[src/rtl/core/dcd_pkg.sv]
// Shared types, constants and the threshold arithmetic of the directional-change detector.
package dcd_pkg;

    localparam int TIME_W  = 48;
    localparam int PRICE_W = 32;
    localparam int INDEX_W = 32;
    localparam int DELTA_W = 16;
    localparam int FRAC_W  = 16;
    localparam int FACTOR_W = FRAC_W + 1;
    localparam int LEVEL_W = PRICE_W + 1;
    localparam int PROD_W  = PRICE_W + FACTOR_W;

    localparam logic [DELTA_W-1:0]  DELTA_RESET = 16'd655;
    localparam logic [FACTOR_W-1:0] FRAC_ONE    = 17'h10000;
    localparam logic [INDEX_W-1:0]  INDEX_MAX   = {INDEX_W{1'b1}};

    // Depth of the queue between the front and back parts.
    localparam int QUEUE_DEPTH = 2;
    localparam int QPTR_W      = $clog2(QUEUE_DEPTH);
    localparam int QCNT_W      = $clog2(QUEUE_DEPTH + 1);

    // One input item: an aggregated tick.
    typedef struct packed {
        logic [TIME_W-1:0]  tick_time;
        logic [PRICE_W-1:0] tick_low;
        logic [PRICE_W-1:0] tick_high;
    } tick_t;

    // One result item: a confirmed reversal.
    typedef struct packed {
        logic               event_down;
        logic [TIME_W-1:0]  extreme_time;
        logic [TIME_W-1:0]  confirm_time;
        logic [PRICE_W-1:0] extreme_price_out;
        logic [PRICE_W-1:0] confirm_price;
        logic [INDEX_W-1:0] extreme_index;
        logic [INDEX_W-1:0] confirm_index;
    } evt_t;

    // A classified tick handed from the front part to the back part.
    typedef struct packed {
        tick_t              tick;
        logic               first;
        logic [INDEX_W-1:0] index;
        logic [LEVEL_W-1:0] level_low;
        logic [LEVEL_W-1:0] level_high;
    } work_t;

    // Reversal level: floor(price * factor / 65536).
    function automatic logic [LEVEL_W-1:0] make_level(
        input logic [PRICE_W-1:0]  price,
        input logic [FACTOR_W-1:0] factor
    );
        logic [PROD_W-1:0] prod;
        begin
            prod = PROD_W'(price) * PROD_W'(factor);
            return prod[PROD_W-1:FRAC_W];
        end
    endfunction

endpackage

[src/rtl/core/dcd_front.sv]
// Front part: accepts ticks, numbers them and precomputes both candidate reversal levels.
module dcd_front (
    input  logic                         clk,
    input  logic                         rst_n,
    input  logic                         cfg_we,
    input  logic [dcd_pkg::DELTA_W-1:0]  cfg_data,
    input  logic                         tick_valid,
    output logic                         tick_ready,
    input  dcd_pkg::tick_t               tick,
    output logic                         push,
    input  logic                         push_ready,
    output dcd_pkg::work_t               push_data
);

    logic [dcd_pkg::DELTA_W-1:0]  delta_reg;
    logic [dcd_pkg::INDEX_W-1:0]  counter_reg;
    logic [dcd_pkg::INDEX_W-1:0]  counter_next;
    logic                         started_reg;
    logic                         valid_reg;
    logic                         valid_next;
    dcd_pkg::work_t               work_reg;
    dcd_pkg::work_t               work_next;
    logic                         accept;
    logic [dcd_pkg::FACTOR_W-1:0] factor_up;
    logic [dcd_pkg::FACTOR_W-1:0] factor_down;

    // Handshake: the stage takes a tick when empty or when its item moves on.
    assign push       = valid_reg && push_ready;
    assign tick_ready = !valid_reg || push_ready;
    assign accept     = tick_valid && tick_ready;
    assign push_data  = work_reg;

    // Threshold factors for a new extreme in an up or a down phase.
    assign factor_up   = dcd_pkg::FRAC_ONE + dcd_pkg::FACTOR_W'(delta_reg);
    assign factor_down = dcd_pkg::FRAC_ONE - dcd_pkg::FACTOR_W'(delta_reg);

    // Classify the incoming tick.
    always_comb
    begin
        work_next.tick       = tick;
        work_next.first      = !started_reg;
        work_next.index      = counter_reg;
        work_next.level_low  = dcd_pkg::make_level(tick.tick_low, factor_up);
        work_next.level_high = dcd_pkg::make_level(tick.tick_high, factor_down);
        counter_next = (counter_reg == dcd_pkg::INDEX_MAX) ? counter_reg
                                                           : counter_reg + 1'b1;
        if (accept)
        begin
            valid_next = 1'b1;
        end
        else if (push)
        begin
            valid_next = 1'b0;
        end
        else
        begin
            valid_next = valid_reg;
        end
    end

    // Control state and the threshold register.
    always_ff @(posedge clk or negedge rst_n)
    begin
        if (!rst_n)
        begin
            delta_reg   <= dcd_pkg::DELTA_RESET;
            counter_reg <= '0;
            started_reg <= 1'b0;
            valid_reg   <= 1'b0;
        end
        else
        begin
            valid_reg <= valid_next;
            if (cfg_we)
            begin
                delta_reg <= cfg_data;
            end
            if (accept)
            begin
                counter_reg <= counter_next;
                started_reg <= 1'b1;
            end
        end
    end

    // Stage payload.
    always_ff @(posedge clk)
    begin
        if (accept)
        begin
            work_reg <= work_next;
        end
    end

endmodule

[src/rtl/core/dcd_queue.sv]
// Short queue of classified ticks between the front and back parts.
module dcd_queue (
    input  logic            clk,
    input  logic            rst_n,
    input  logic            push,
    output logic            push_ready,
    input  dcd_pkg::work_t  push_data,
    input  logic            pop,
    output logic            head_valid,
    output dcd_pkg::work_t  head
);

    dcd_pkg::work_t              entry_reg [dcd_pkg::QUEUE_DEPTH];
    logic [dcd_pkg::QPTR_W-1:0]  wr_ptr_reg;
    logic [dcd_pkg::QPTR_W-1:0]  wr_ptr_next;
    logic [dcd_pkg::QPTR_W-1:0]  rd_ptr_reg;
    logic [dcd_pkg::QPTR_W-1:0]  rd_ptr_next;
    logic [dcd_pkg::QCNT_W-1:0]  count_reg;
    logic [dcd_pkg::QCNT_W-1:0]  count_next;

    assign push_ready = (count_reg != dcd_pkg::QCNT_W'(dcd_pkg::QUEUE_DEPTH));
    assign head_valid = (count_reg != '0);
    assign head       = entry_reg[rd_ptr_reg];

    // Pointer and fill bookkeeping.
    always_comb
    begin
        wr_ptr_next = wr_ptr_reg;
        rd_ptr_next = rd_ptr_reg;
        count_next  = count_reg;
        if (push)
        begin
            wr_ptr_next = (wr_ptr_reg == dcd_pkg::QPTR_W'(dcd_pkg::QUEUE_DEPTH - 1))
                          ? '0 : wr_ptr_reg + 1'b1;
        end
        if (pop)
        begin
            rd_ptr_next = (rd_ptr_reg == dcd_pkg::QPTR_W'(dcd_pkg::QUEUE_DEPTH - 1))
                          ? '0 : rd_ptr_reg + 1'b1;
        end
        if (push && !pop)
        begin
            count_next = count_reg + 1'b1;
        end
        else if (pop && !push)
        begin
            count_next = count_reg - 1'b1;
        end
    end

    always_ff @(posedge clk or negedge rst_n)
    begin
        if (!rst_n)
        begin
            wr_ptr_reg <= '0;
            rd_ptr_reg <= '0;
            count_reg  <= '0;
        end
        else
        begin
            wr_ptr_reg <= wr_ptr_next;
            rd_ptr_reg <= rd_ptr_next;
            count_reg  <= count_next;
        end
    end

    // Entry storage.
    always_ff @(posedge clk)
    begin
        if (push)
        begin
            entry_reg[wr_ptr_reg] <= push_data;
        end
    end

endmodule

[src/rtl/core/dcd_back.sv]
// Back part: tracks phase and extreme, confirms reversals and holds the result register.
module dcd_back (
    input  logic            clk,
    input  logic            rst_n,
    input  logic            head_valid,
    input  dcd_pkg::work_t  head,
    output logic            pop,
    output logic            evt_valid,
    input  logic            evt_ready,
    output dcd_pkg::evt_t   evt
);

    logic                          phase_down_reg;
    logic                          phase_down_next;
    logic [dcd_pkg::PRICE_W-1:0]   ext_price_reg;
    logic [dcd_pkg::PRICE_W-1:0]   ext_price_next;
    logic [dcd_pkg::TIME_W-1:0]    ext_time_reg;
    logic [dcd_pkg::TIME_W-1:0]    ext_time_next;
    logic [dcd_pkg::INDEX_W-1:0]   ext_index_reg;
    logic [dcd_pkg::INDEX_W-1:0]   ext_index_next;
    logic [dcd_pkg::LEVEL_W-1:0]   level_reg;
    logic [dcd_pkg::LEVEL_W-1:0]   level_next;
    logic                          out_valid_reg;
    logic                          out_valid_next;
    dcd_pkg::evt_t                 out_reg;
    dcd_pkg::evt_t                 out_next;
    logic                          emit;
    logic                          new_ext_low;
    logic                          new_ext_high;
    logic [dcd_pkg::PRICE_W-1:0]   lo;
    logic [dcd_pkg::PRICE_W-1:0]   hi;

    assign lo        = head.tick.tick_low;
    assign hi        = head.tick.tick_high;
    assign pop       = head_valid && (!out_valid_reg || evt_ready);
    assign evt_valid = out_valid_reg;
    assign evt       = out_reg;

    // Decide between a new extreme, a confirmed reversal or nothing.
    always_comb
    begin
        emit         = 1'b0;
        new_ext_low  = 1'b0;
        new_ext_high = 1'b0;
        phase_down_next = phase_down_reg;
        if (head.first)
        begin
            new_ext_low     = 1'b1;
            phase_down_next = 1'b0;
        end
        else if (!phase_down_reg)
        begin
            if (lo < ext_price_reg)
            begin
                new_ext_low = 1'b1;
            end
            else if ({1'b0, hi} >= level_reg)
            begin
                emit            = 1'b1;
                new_ext_high    = 1'b1;
                phase_down_next = 1'b1;
            end
        end
        else
        begin
            if (hi > ext_price_reg)
            begin
                new_ext_high = 1'b1;
            end
            else if ({1'b0, lo} < level_reg)
            begin
                emit            = 1'b1;
                new_ext_low     = 1'b1;
                phase_down_next = 1'b0;
            end
        end
    end

    // Next extreme and result contents.
    always_comb
    begin
        ext_price_next = ext_price_reg;
        ext_time_next  = ext_time_reg;
        ext_index_next = ext_index_reg;
        level_next     = level_reg;
        if (new_ext_low)
        begin
            ext_price_next = lo;
            ext_time_next  = head.tick.tick_time;
            ext_index_next = head.index;
            level_next     = head.level_low;
        end
        else if (new_ext_high)
        begin
            ext_price_next = hi;
            ext_time_next  = head.tick.tick_time;
            ext_index_next = head.index;
            level_next     = head.level_high;
        end

        out_next.event_down        = phase_down_reg;
        out_next.extreme_time      = ext_time_reg;
        out_next.confirm_time      = head.tick.tick_time;
        out_next.extreme_price_out = ext_price_reg;
        out_next.confirm_price     = phase_down_reg ? lo : hi;
        out_next.extreme_index     = ext_index_reg;
        out_next.confirm_index     = head.index;

        if (pop)
        begin
            out_valid_next = emit;
        end
        else if (evt_ready)
        begin
            out_valid_next = 1'b0;
        end
        else
        begin
            out_valid_next = out_valid_reg;
        end
    end

    // Control state.
    always_ff @(posedge clk or negedge rst_n)
    begin
        if (!rst_n)
        begin
            phase_down_reg <= 1'b0;
            out_valid_reg  <= 1'b0;
        end
        else
        begin
            out_valid_reg <= out_valid_next;
            if (pop)
            begin
                phase_down_reg <= phase_down_next;
            end
        end
    end

    // Extreme tracking and result payload.
    always_ff @(posedge clk)
    begin
        if (pop)
        begin
            ext_price_reg <= ext_price_next;
            ext_time_reg  <= ext_time_next;
            ext_index_reg <= ext_index_next;
            level_reg     <= level_next;
        end
        if (pop && emit)
        begin
            out_reg <= out_next;
        end
    end

endmodule

[src/rtl/core/directional_change_detector.sv]
// Top level of the directional-change detector: front part, queue and back part.
//
//  Channel   Signals                          Direction  Content
//  tick      tick_valid, tick_ready, tick     in         one aggregated tick per item
//  evt       evt_valid, evt_ready, evt        out        one confirmed reversal per item
//  cfg       cfg_we, cfg_data                 in         reversal threshold, written at once
//
// One tick per cycle is sustained while evt does not stall. A result passes the front
// stage with the level multipliers, then a queue entry, then the result register.
// The reversal-state update in the back part closes its loop through its own registers.
// Reset clears the tick counter, phase and all valid flags, and loads the threshold 655.
// A stall on evt backs up into the queue; tick_ready drops only when the queue is full.
module directional_change_detector (
    input  logic                         clk,
    input  logic                         rst_n,
    input  logic                         cfg_we,
    input  logic [dcd_pkg::DELTA_W-1:0]  cfg_data,
    input  logic                         tick_valid,
    output logic                         tick_ready,
    input  dcd_pkg::tick_t               tick,
    output logic                         evt_valid,
    input  logic                         evt_ready,
    output dcd_pkg::evt_t                evt
);

    logic            push;
    logic            push_ready;
    dcd_pkg::work_t  push_data;
    logic            pop;
    logic            head_valid;
    dcd_pkg::work_t  head;

    // Front part: numbering and level precomputation.
    dcd_front u_front (
        .clk        (clk),
        .rst_n      (rst_n),
        .cfg_we     (cfg_we),
        .cfg_data   (cfg_data),
        .tick_valid (tick_valid),
        .tick_ready (tick_ready),
        .tick       (tick),
        .push       (push),
        .push_ready (push_ready),
        .push_data  (push_data)
    );

    // Decoupling queue.
    dcd_queue u_queue (
        .clk        (clk),
        .rst_n      (rst_n),
        .push       (push),
        .push_ready (push_ready),
        .push_data  (push_data),
        .pop        (pop),
        .head_valid (head_valid),
        .head       (head)
    );

    // Back part: reversal tracking and result register.
    dcd_back u_back (
        .clk        (clk),
        .rst_n      (rst_n),
        .head_valid (head_valid),
        .head       (head),
        .pop        (pop),
        .evt_valid  (evt_valid),
        .evt_ready  (evt_ready),
        .evt        (evt)
    );

endmodule

[config.mk]
export PLATFORM = sky130hd
export DESIGN_NAME = directional_change_detector
export DESIGN_NICKNAME = d
export VERILOG_FILES = /design/src/rtl/core/dcd_pkg.sv /design/src/rtl/core/dcd_front.sv /design/src/rtl/core/dcd_queue.sv /design/src/rtl/core/dcd_back.sv /design/src/rtl/core/directional_change_detector.sv
export SDC_FILE = /design/constraint.sdc
export NUM_CORES = 2
export LEC_CHECK = 0
export BUFFER_PORTS_ARGS = -buffer_cell sky130_fd_sc_hd__buf_2
export CAP_MARGIN = 10
export CORE_UTILIZATION = 50
export DETAILED_ROUTE_END_ITERATION = 10
export GPL_ROUTABILITY_DRIVEN = 0
export GPL_TIMING_DRIVEN = 0
export HOLD_SLACK_MARGIN = 0.03
export PLACE_DENSITY = 0.67
export SETUP_SLACK_MARGIN = 0.1
export SYNTH_ARGS = -nofsm -noshare
export SYNTH_HDL_FRONTEND = slang
export SYNTH_HIERARCHICAL = 1
export SYNTH_SLANG_ARGS = --single-unit
[constraint.sdc]
create_clock -name clk -period 22.4 [get_ports clk]
set_clock_uncertainty 0.15 [all_clocks]
set_input_delay 2.24 -clock clk [delete_from_list [all_inputs] [get_ports clk]]
set_output_delay 2.24 -clock clk [all_outputs]
set_load 0.02 [all_outputs]
==> metrics <==
status complete, no violations; Slew @ Worst Pin 1.293 ns; RSZ-0062 raised after global routing false; CTS buffer count 105; relative slew slack about an eighth; # DRC 0; CP most frequent cell fa_1; Cell variety after synth 80; HP Class flop to flop; Die H 386.9 um; Starting Density between 50% and 60%; Clock Latency Late Sink ~0.74 ns; vias per cell 5.379; routed length per placed instance between 20 and 25 um; Max-Cap Viols 0; Data required, critical path 22.67 ns; final setup margin 11.97 ns; Site Rows 140; fin crit period 10.43 ns; Crit path largest cell delay between 0.9 and 1 ns; share of cells above drive strength 1 14.88%; CTS Buffer Depth 3; root buffer cell clkbuf_16; Reg2Reg Setup Slack 11.97 ns; Detailed Place HPWL 148.3 mm; final setup violation count 0; vias in the first global route between 40,000 and 50,000; Synth warnings 6; crit end category flop; largest area contributor in the netlist edfxtp_1; syn avg cell area 12.52 um2; worst reg2reg endpoint u_front/push_data[30]; Hold Path Depth 0; largest net degree at the start of global routing between 60 and 70; final-report hold violation count 0; post-synthesis sequential area ratio 42.57%; crit path from u_front/delta_reg[0]; CTS HTree Levels 3; Arrival @ worst endpoint 10.70 ns; Die Span X 386.9 um; Syn-to-layout area delta 11.49%; hold endpoint u_back/evt[178]; Critical Path Fanout Max 10; number of fill cells 11,880; Synth async-reset ratio roughly 5.3%; DR vias approximately 45,000; CTS Sinks between 1,000 and 1,500; initial antenna violation count 5; Synth Net Count 7,314; io pins 360; Synth Cell Area approximately 0.074 mm2; Worst-path clk slew 0.06 ns; max reg flops roughly 420; Post-CTS Setup Repair Bufs 0; Mapped Cells ~5,900; r2r startpoint u_front/delta_reg[0]; share of the synthesized area in the top cell type 40.67%; Post-synth top cells 1,154 x inv_1, 1,003 x edfxtp_1, 894 x fa_1; Final Util 56.45%; CTS Hold Bufs 0; max-slew violation count 0; worst setup path class flop to flop; startpoint types flop; Tcrit/Tclk final 46.54%; routed wire length around 190 mm; register bit total from synthesis between 1,000 and 1,500; gr ovfl total 0; nets 7,820; Die Area between 0.1 and 0.15 mm2; remaining antenna violation count 0; ys flop type edfxtp_1; DRT Pass-1 Iters 5; Place WS 12.32 ns; FMAX 95.92 MHz; Iteration-0 DRC Markers 3,746; Total GRT Usage 25.12%; reg2reg path depth 28; slowest CP cell xnor2_1; min-delay src u_back/ext_time_reg[2]; Port Buffers approximately 360; Synth area leaders edfxtp_1 41%, fa_1 24%, ha_1 6.3%; TritonCTS clock tree yes; multi-input logic area 0.03695 mm2; PostCTS Resize Cnt 0; Storage cell area 0.03153 mm2; Post-synth EDFFs between 1,000 and 1,500; dominant cell by count in the synthesized netlist inv_1; CORE AREA 0.1463 mm2; first-pass GRT wire length 281.6 mm
[cells in the final DEF, fill, tap and decap left out, types with 29 or more instances in the layout]
cell	count
a21o_1	57
a21oi_1	123
and2_1	346
buf_2	363
buf_6	33
clkbuf_1	204
clkbuf_16	106
dfrtp_1	50
edfxtp_1	1003
fa_1	894
ha_1	371
inv_1	1154
mux2_2	114
mux2_4	208
nand2_1	786
nand3_1	29
nand4_1	43
nor2_1	70
o21ai_0	61
xnor2_1	67
xor2_1	39
[stage by stage]
stage               cells  instance area [um2]  hold WS, ns   TNS, ns
floorplan            5916                74060       0.2503         0
CTS                  8428                82560       0.2065         0
detailed placement   8232                78980       0.2545         0
global route         8428                82560       0.2141         0
finish               8431                82570       0.2042         0
global placement     8191                78250       0.2511  -1263.42
[cell families (layout without fill, tap and decap cells)]
logic type,Yosys count,in the layout,share of synthesized area [%]
other,0,3,0
muxes,323,323,5.964
and+or+nand+nor,1416,1416,9.193
buffers and inverters,1400,1995,7.593
AOI/OAI and AO/OA,347,347,2.990
adders and majority gates,1265,1265,30.43
xor gates and xnor gates,106,106,1.254
DFF,1059,1059,42.57
[worst max-delay path by stage]
stage | end | cells past startpoint
detailed placement | u_front/push_data[30] | 28
finish | u_front/push_data[30] | 28
global route | u_front/push_data[30] | 28
global placement | u_back/evt[31] | 6
floorplan | u_back/evt[0] | 5
CTS | u_front/push_data[30] | 28
[worst max-delay path: cells and delay by family (launching register included)]
| family | cells | cell delay, ns |
|---|---|---|
| adders and majority gates | 8 | 3.67 |
| buffers and inverters | 8 | 2.24 |
| AOI/OAI and AO/OA | 4 | 1.42 |
| and+or+nand+nor | 7 | 1.18 |
| xor gates and xnor gates | 1 | 0.93 |
| DFF | 1 | 0.53 |
[routing by layer]
metal / GRT usage [%] / part of all wire (%) / wire (um) / up-vias
met3: 4.809 / 8.1 / 15000 / 374
met4: 11.25 / 5.0 / 9306 / 2
li1: - / - / - / 19990
met2: 39.47 / 46 / 84970 / 1887
met1: 34.05 / 41 / 76380 / 23100
met5: 0 / 0.0038 / 7 / -
[final cells by class]
cell class              instances  area share (%)
plain buffers                 246           1.564
multi-input cells            3457           44.75
repair buffers                399           3.011
diodes                          3        0.009092
inverters                    1154           5.246
clock buffers                 131           3.363
flip-flops and latches       1059           38.18
well taps                    1917           2.905
clock inverters                65          0.9668
Power is not shown: default switching activity piles up to over one toggle a cycle in this logic, so the estimate is an artifact.
